[config.mk]
export PLATFORM = sky130hd
export DESIGN_NAME = dcr_sqrt
export DESIGN_NICKNAME = d
export VERILOG_FILES = /design/src/rtl/dcr_pkg.sv /design/src/rtl/dcr_sqrt.sv
export SDC_FILE = /design/constraint.sdc
export NUM_CORES = 2
export LEC_CHECK = 0
export BUFFER_PORTS_ARGS = -buffer_cell sky130_fd_sc_hd__buf_2
export CAP_MARGIN = 25
export CORE_MARGIN = 2
export CORE_UTILIZATION = 64
export DETAILED_ROUTE_END_ITERATION = 6
export GPL_TIMING_DRIVEN = 0
export PLACE_DENSITY = 0.8
export SLEW_MARGIN = 30
export SYNTH_ARGS = -nofsm -noshare
export SYNTH_HDL_FRONTEND = slang
export SYNTH_SLANG_ARGS = --single-unit
[constraint.sdc]
create_clock -name clk -period 4.6 [get_ports clk]
set_input_delay 0.92 -clock clk [delete_from_list [all_inputs] [get_ports clk]]
set_output_delay 0.92 -clock clk [all_outputs]
set_load 0.01 [all_outputs]
[src/rtl/dcr_pkg.sv]
// Shared widths and payload types for the distance constraint relaxation pipeline.
`default_nettype none
package dcr_pkg;

  // Fixed-point widths.
  localparam int POS_W   = 32;            // signed Q16.16 position
  localparam int MAG_W   = 33;            // magnitude of a 33-bit difference
  localparam int RAD_W   = 2 * MAG_W;     // sum of two squares
  localparam int ROOT_W  = 33;            // floor square root of the radicand
  localparam int REM_W   = ROOT_W + 3;    // square-root partial remainder
  localparam int MAXD_W  = 31;            // max_distance register
  localparam int HALF_W  = 32;            // half excess
  localparam int QUO_W   = 31;            // unit component, Q1.30
  localparam int DREM_W  = MAG_W + 1;     // divider partial remainder
  localparam int UNIT_SH = 30;            // fraction bits of the unit component
  localparam int PROD_W  = QUO_W + HALF_W;
  localparam int STEP_W  = PROD_W - UNIT_SH;

  localparam logic [MAXD_W-1:0] MAXD_RESET = MAXD_W'(65536);

  // One particle pair.
  typedef struct packed {
    logic signed [POS_W-1:0] by;
    logic signed [POS_W-1:0] bx;
    logic signed [POS_W-1:0] ay;
    logic signed [POS_W-1:0] ax;
  } pos_t;

  // Carried beside the square root.
  typedef struct packed {
    pos_t             pos;
    logic             neg_x;
    logic             neg_y;
    logic [MAG_W-1:0] mx;
    logic [MAG_W-1:0] my;
  } sq_side_t;

  // Carried beside the divider.
  typedef struct packed {
    pos_t              pos;
    logic              neg_x;
    logic              neg_y;
    logic              corr;
    logic [HALF_W-1:0] half;
  } dv_side_t;

  // One result word.
  typedef struct packed {
    logic corrected;
    pos_t pos;
  } res_t;

endpackage
`default_nettype wire

[src/rtl/dcr_sqrt.sv]
// Pipelined floor square root, one result bit per stage, with a sideband carried along.
`default_nettype none
module dcr_sqrt #(
  parameter int SIDE_W = 1
) (
  input  wire                          clk,
  input  wire                          rst_n,
  input  wire                          en,
  input  wire                          in_vld,
  input  wire  [dcr_pkg::RAD_W-1:0]    in_rad,
  input  wire  [SIDE_W-1:0]            in_side,
  output logic                         out_vld,
  output logic [dcr_pkg::ROOT_W-1:0]   out_root,
  output logic [SIDE_W-1:0]            out_side
);

  localparam int NS = dcr_pkg::ROOT_W;

  logic                         vld_q  [0:NS];
  logic [dcr_pkg::RAD_W-1:0]    rad_q  [0:NS];
  logic [dcr_pkg::ROOT_W-1:0]   root_q [0:NS];
  logic [dcr_pkg::REM_W-1:0]    rem_q  [0:NS];
  logic [SIDE_W-1:0]            side_q [0:NS];

  // Stage zero view is the input.
  assign vld_q[0]  = in_vld;
  assign rad_q[0]  = in_rad;
  assign root_q[0] = '0;
  assign rem_q[0]  = '0;
  assign side_q[0] = in_side;

  for (genvar k = 0; k < NS; k++) begin : g_stage
    logic                         vld_r;
    logic [dcr_pkg::RAD_W-1:0]    rad_r;
    logic [dcr_pkg::ROOT_W-1:0]   root_r;
    logic [dcr_pkg::REM_W-1:0]    rem_r;
    logic [SIDE_W-1:0]            side_r;
    logic [dcr_pkg::REM_W-1:0]    cur;
    logic [dcr_pkg::REM_W-1:0]    trial;

    // Bring down the next bit pair and form the trial subtrahend.
    always_comb begin
      cur   = {rem_q[k][dcr_pkg::REM_W-3:0], rad_q[k][dcr_pkg::RAD_W-1 -: 2]};
      trial = {{(dcr_pkg::REM_W-dcr_pkg::ROOT_W-2){1'b0}}, root_q[k], 2'b01};
    end

    always_ff @(posedge clk) begin
      if (!rst_n) begin
        vld_r <= 1'b0;
      end else if (en) begin
        vld_r <= vld_q[k];
      end
    end

    always_ff @(posedge clk) begin
      if (en) begin
        rad_r  <= rad_q[k] << 2;
        side_r <= side_q[k];
        if (cur >= trial) begin
          rem_r  <= cur - trial;
          root_r <= {root_q[k][dcr_pkg::ROOT_W-2:0], 1'b1};
        end else begin
          rem_r  <= cur;
          root_r <= {root_q[k][dcr_pkg::ROOT_W-2:0], 1'b0};
        end
      end
    end

    assign vld_q[k+1]  = vld_r;
    assign rad_q[k+1]  = rad_r;
    assign root_q[k+1] = root_r;
    assign rem_q[k+1]  = rem_r;
    assign side_q[k+1] = side_r;
  end

  assign out_vld  = vld_q[NS];
  assign out_root = root_q[NS];
  assign out_side = side_q[NS];

endmodule
`default_nettype wire

# Yosys cells after proc, flatten, opt, wreduce, memory -nomap -nowiden
# Cells that the tools add are included.
# classes
n_addsub	32
magnitude_cmp	33
muxes	65
# op_table
operator	count
2-to-1 mux 34 bit	31
>= comparator 36 x 10 -> 1 bit	1
>= comparator 36 x 11 -> 1 bit	1
>= comparator 36 x 12 -> 1 bit	1
>= comparator 36 x 13 -> 1 bit	1
>= comparator 36 x 14 -> 1 bit	1
>= comparator 36 x 15 -> 1 bit	1
>= comparator 36 x 16 -> 1 bit	1
>= comparator 36 x 17 -> 1 bit	1
>= comparator 36 x 18 -> 1 bit	1
>= comparator 36 x 19 -> 1 bit	1
>= comparator 36 x 20 -> 1 bit	1
>= comparator 36 x 21 -> 1 bit	1
>= comparator 36 x 22 -> 1 bit	1
>= comparator 36 x 23 -> 1 bit	1
>= comparator 36 x 24 -> 1 bit	1
>= comparator 36 x 25 -> 1 bit	1
>= comparator 36 x 26 -> 1 bit	1
>= comparator 36 x 27 -> 1 bit	1
>= comparator 36 x 28 -> 1 bit	1
>= comparator 36 x 29 -> 1 bit	1
>= comparator 36 x 3 -> 1 bit	1
>= comparator 36 x 30 -> 1 bit	1
>= comparator 36 x 31 -> 1 bit	1
44 further kinds	76
# totals
ff_bits	2740
output_inout_bits	35

# Logic depth before layout (Yosys ltp)
# logic_depth
word_depth	2
mapped_depth	14

# Worst setup path after synthesis
# Ideal clock, no wire load.
# synth_timing
path_kind	register -> register
start	register g_stage[14].rem_r[3] (netlist name)
end	register g_stage[15].rem_r[31] (netlist name) (data pin)
setup_time_ns	0.258
arrival_ns	3.048
t_required_ns	4.342
setup_slack_ns	1.294
stages_incl_launch_ff	10
period_less_slack_ns	3.306
cell_sequence	edfxtp_1 > ha_1 > a21o_1 > a221o_1 > o21bai_1 > a221oi_1 > a2111oi_0 > or4_1 > or4_1 > xnor2_1
# synth_between
elab_chain_cells	2
word_cells_on_any_way	3
# synth_lines
element	line	text
from (decl)	dcr_sqrt.sv:36	logic [dcr_pkg::REM_W-1:0] rem_r;
from (signal assigned)	dcr_sqrt.sv:60	rem_r <= cur - trial;
from (signal assigned)	dcr_sqrt.sv:63	rem_r <= cur;
subtractor 34 x 17 -> 34 bit or >= comparator 36 x 17 -> 1 bit (tied branches)	dcr_sqrt.sv:60, dcr_sqrt.sv:59	
2-to-1 mux 34 bit *	dcr_sqrt.sv:59	if (cur >= trial) begin
to (signal assigned)	dcr_sqrt.sv:60	
to (signal assigned)	dcr_sqrt.sv:63	
to (decl)	dcr_sqrt.sv:36	
# Every way passes the cells marked *; elsewhere a longest branch is shown, timed or not.
# A chain may end at the register's enable or synchronous reset.

# Worst setup path in the final report
# layout_timing
start	register g_stage[24].rem_r[23] (netlist name)
end	register g_stage[25].rem_r[8] (netlist name) (data pin)
# layout_between
elab_chain_cells	2
# layout_lines
element	line
from (decl)	dcr_sqrt.sv:36
from (signal assigned)	dcr_sqrt.sv:60
from (signal assigned)	dcr_sqrt.sv:63
>= comparator 36 x 27 -> 1 bit	dcr_sqrt.sv:59
2-to-1 mux 34 bit	dcr_sqrt.sv:59
to (signal assigned)	dcr_sqrt.sv:60
to (signal assigned)	dcr_sqrt.sv:63
to (decl)	dcr_sqrt.sv:36
# Every way passes these cells.

==> PnR_summary.wiki <==
{| class="wikitable"
! Metric !! Value
|-
| Sequence of cells on the critical path || ha_1 -> clkbuf_1 -> a21o_1 -> a211oi_1 -> o221ai_1 -> or3_1 -> a211o_1 -> a221oi_1 -> clkbuf_2 -> buf_1 -> nand2_1 -> o21ai_0
|-
| Routed length per instance || 21.8 um
|-
| Reg2reg path depth || 12
|-
| First-pass GRT wire length || 433,000 um
|-
| Number of synthesis warnings || 0
|-
| Initial DRT Pass Iterations || 6
|-
| Count leader, synth || edfxtp_1
|-
| Fin worst setup slack || 199 ps
|-
| Slowest stage cell on the critical path || edfxtp_1
|-
| Actual slew at the worst max-slew pin || 993 ps
|-
| Area Growth Syn to Fin || 11.0%
|-
| IO buf count || 105
|-
| Sequential fraction of the synthesis area || 64.6%
|-
| Inst Count DP || 12,475
|-
| Most common flop cell mapped by yosys || edfxtp_1
|-
| Register-to-register setup slack || 200 ps
|-
| Number of max-capacitance violations reported || 0
|-
| Final min period || 4400 ps
|-
| Ys async rst share || 0%
|-
| Die height || 448 um
|-
| Clock Pin Slew Worst Setup and Hold Paths || 60 ps
|-
| Maximum number of pins on one net before global-route repair || 146
|-
| Floorplan die width || 448 um
|-
| Detailed Place HPWL || 197,000 um
|-
| Total via count after detailed routing || 77,940
|-
| Crit Reg-Reg Startpoint || g_stage[24].rem_r[23]
|-
| Number of max-slew violations in the final report || 0
|-
| Total Nets Final || 10,810
|-
| Hold Path Depth || 1
|-
| Final cell count without fillers || 12,976
|-
| Net Count, Synth || 10,392
|-
| FF/Latch Area || 0.0813 mm2
|-
| Number of clock sinks seen by CTS || 2,720
|-
| Final setup fails || 0
|-
| Maximum vdd ir drop || 0.000472 V
|-
| Mean instance size in the synthesized netlist || 12.9 um2
|-
| Synthesis-stage register bit count || 2,720
|-
| Power per standard cell area || 513 mW/mm2
|-
| Type of the tightest min-delay check || in2reg
|-
| Post-synthesis cell area || 0.126 mm2
|-
| Tot GR Track Use || 27.9%
|-
| Run status || finished, final reports clean
|-
| Final hold violation count || 0
|-
| Root Buffer || clkbuf_16
|-
| Cell type with the highest aggregate area in the netlist || edfxtp_1
|-
| Drt via density || 6.01
|-
| WHS Endpoint || g_stage[0].rad_r[35]
|-
| GRT overflow || 0
|-
| Setup repair after global routing missed its margin || false
|-
| Share of layout cells above drive strength 1 || 6.80%
|-
| Number of buffers created by CTS || 291
|-
| Setup repair bufs after CTS || 0
|-
| Initial antenna violation count || 7
|-
| Commonest cells in the netlist || edfxtp_1, inv_1, nand2_1, a21oi_1, ha_1
|-
| Clock latency of the later-clocked register in the worst-skew pair || 950 ps
|-
| Iteration-0 DRC count of the detailed router || 7,447
|-
| Upper clock frequency limit || 227 MHz
|-
| Die Footprint || 0.200 mm2
|-
| Worst reg2reg endpoint || g_stage[25].rem_r[8]
|-
| Reported leakage power || 53.3 nW
|-
| Number of nets still failing antenna checks after routing || 0
|-
| Period Utilization, post-route || 95.7%
|-
| Gpl congestion || 0.923
|-
| Count of cell types in the netlist || 90
|-
| Max Fanout on Critical Path || 10
|-
| Type of the setup path with the least slack || reg2reg
|-
| Worst hold slack after final layout || 146 ps
|-
| Via count of the first global-routing pass || 76,290
|-
| Nature of the critical path endpoint || flip-flop
|-
| Crit path launch type || flip-flop
|-
| Data arrival at the endpoint of the critical path || 4970 ps
|-
| Detailed-route DRC error count || 0
|-
| Clock Skews || 62.4 ps
|-
| Core outline area || 0.195 mm2
|-
| Proportion of netlist area held by the largest area contributor || 64.1%
|-
| Area of the multi-input gates || 0.0411 mm2
|-
| Effective utilization at floorplan || 64.5%
|-
| H-Tree Depth || 5
|-
| Maximum root-to-sink buffer count || 4
|-
| Pre-CTS worst setup slack || -14.2 ps
|-
| Crit-path max cell delay || 480 ps
|-
| Required time at the endpoint of the critical path || 5160 ps
|-
| Tightest slew margin relative to the limit || 33.2%
|-
| Fill cell total of the finished layout || 12,529
|-
| CTS tree || yes
|-
| Post-Synthesis Cells || 9,725
|-
| I/O pins || 106
|-
| Hold path start || in_rad[33]
|-
| Cell row count || 162
|-
| Sum of routed wire length over all layers || 282,000 um
|-
| Cells taking the most area after synthesis || edfxtp_1, ha_1, xor2_1
|-
| EDFF count, synth || 2,687
|}
[cell usage in the layout, fill, tap and decap left out, drive strengths merged, types with 64 or more instances in the layout]
cell and instances:
inv 754, nand3 168, buf 156, clkinv 96, o21ai 538, clkbuf 496
mux2 67, o31ai 64, nand2 674, xor2 456, nand2b 114, nor2b 106
nor3 262, xnor2 421, or3 94, nand4 93, nor2 554, ha 596
o21a 106, nor4 128, edfxtp 2687, o21bai 66, a21oi 610, a21o 237
[where the power goes]
part	switching (W)	internal, W	total [W]
clock network	0.00939	0.0138	0.0232
logic	0.00899	0.00602	0.0150
registers	0.00215	0.0313	0.0335
total	0.0205	0.0511	0.0716
[critical path: cells and delay by family, from the launching register on]
family | cells | cell delay (ps)
flip-flops | 1 | 480
adder cells (fa/ha/maj) | 1 | 310
AO/OA/AOI/OAI | 6 | 1690
buffers and inverters | 3 | 1060
AND/OR/NAND/NOR | 2 | 530
[state kept, by name, indices dropped and copies added, names as in the netlist]
register        count
g_stage.root_r    528
out_root           33
out_side            1
g_stage.rad_r    1056
g_stage.vld_r      32
out_vld             1
g_stage.side_r     32
g_stage.rem_r    1037
[logic make-up (layout without fill, tap and decap cells)]
group | count (synthesis) | in the layout | synth area share [%]
XOR/XNOR | 877 | 877 | 6.10
multiplexers | 113 | 113 | 0.965
AND/OR/NAND/NOR | 2490 | 2490 | 9.78
other | 1 | 3 | 0.00298
AO/OA/AOI/OAI | 1998 | 1998 | 9.83
buffers and inverters | 930 | 1555 | 2.78
flip-flops | 2720 | 2720 | 64.6
adder cells (fa/ha/maj) | 596 | 596 | 5.92
[worst max-delay path by stage]
stage	start	to	slack, ps	cells past startpoint
floorplan	g_stage[14].rem_r[3]	g_stage[15].rem_r[31]	1290	9
global placement	en	g_stage[29].rad_r[64]	-37270	1
global route	g_stage[30].root_r[15]	g_stage[31].rem_r[27]	30	12
CTS	g_stage[24].rem_r[23]	g_stage[25].rem_r[23]	80	11
finish	g_stage[24].rem_r[23]	g_stage[25].rem_r[8]	200	12
detailed placement	g_stage[29].rad_r[64]	g_stage[30].rem_r[31]	-10	13
[metrics by stage]
step                setup TNS [ps]  total power [W]  util [%]  cell area [um2]
global placement                 -           0.0501      66.4           130000
floorplan                        0           0.0437         -           126000
detailed placement           -26.0           0.0485      66.8           130000
global route                     0           0.0747      71.6           140000
finish                           0           0.0716      71.6           140000
CTS                              0           0.0718      71.5           140000
[final cells by class]
class | instances | share of cell area (%)
diodes | 2 | 0.00358
plain buffers | 183 | 0.500
clock buffers | 343 | 5.47
clock inverters | 157 | 1.22
inverters | 746 | 2.00
multi-input cells | 6075 | 29.4
flip-flops and latches | 2720 | 58.2
well taps | 2624 | 2.35
repair buffers | 126 | 0.801
[timing repair]
action                                  CTS  global route
endpoints found under the setup margin    8            37
hold buffers                              0             0
gates resized for setup                   1             4
[per-layer routing]
layer  track usage, %  vias up  share of wire [%]
li1                 -    36901                  -
met1             37.8    37629                 42
met2             46.6     2793                 49
met3             3.76      617                5.8
met4             10.1        0                3.8
met5                0        -                  0
(Power assumes the default switching activity.)
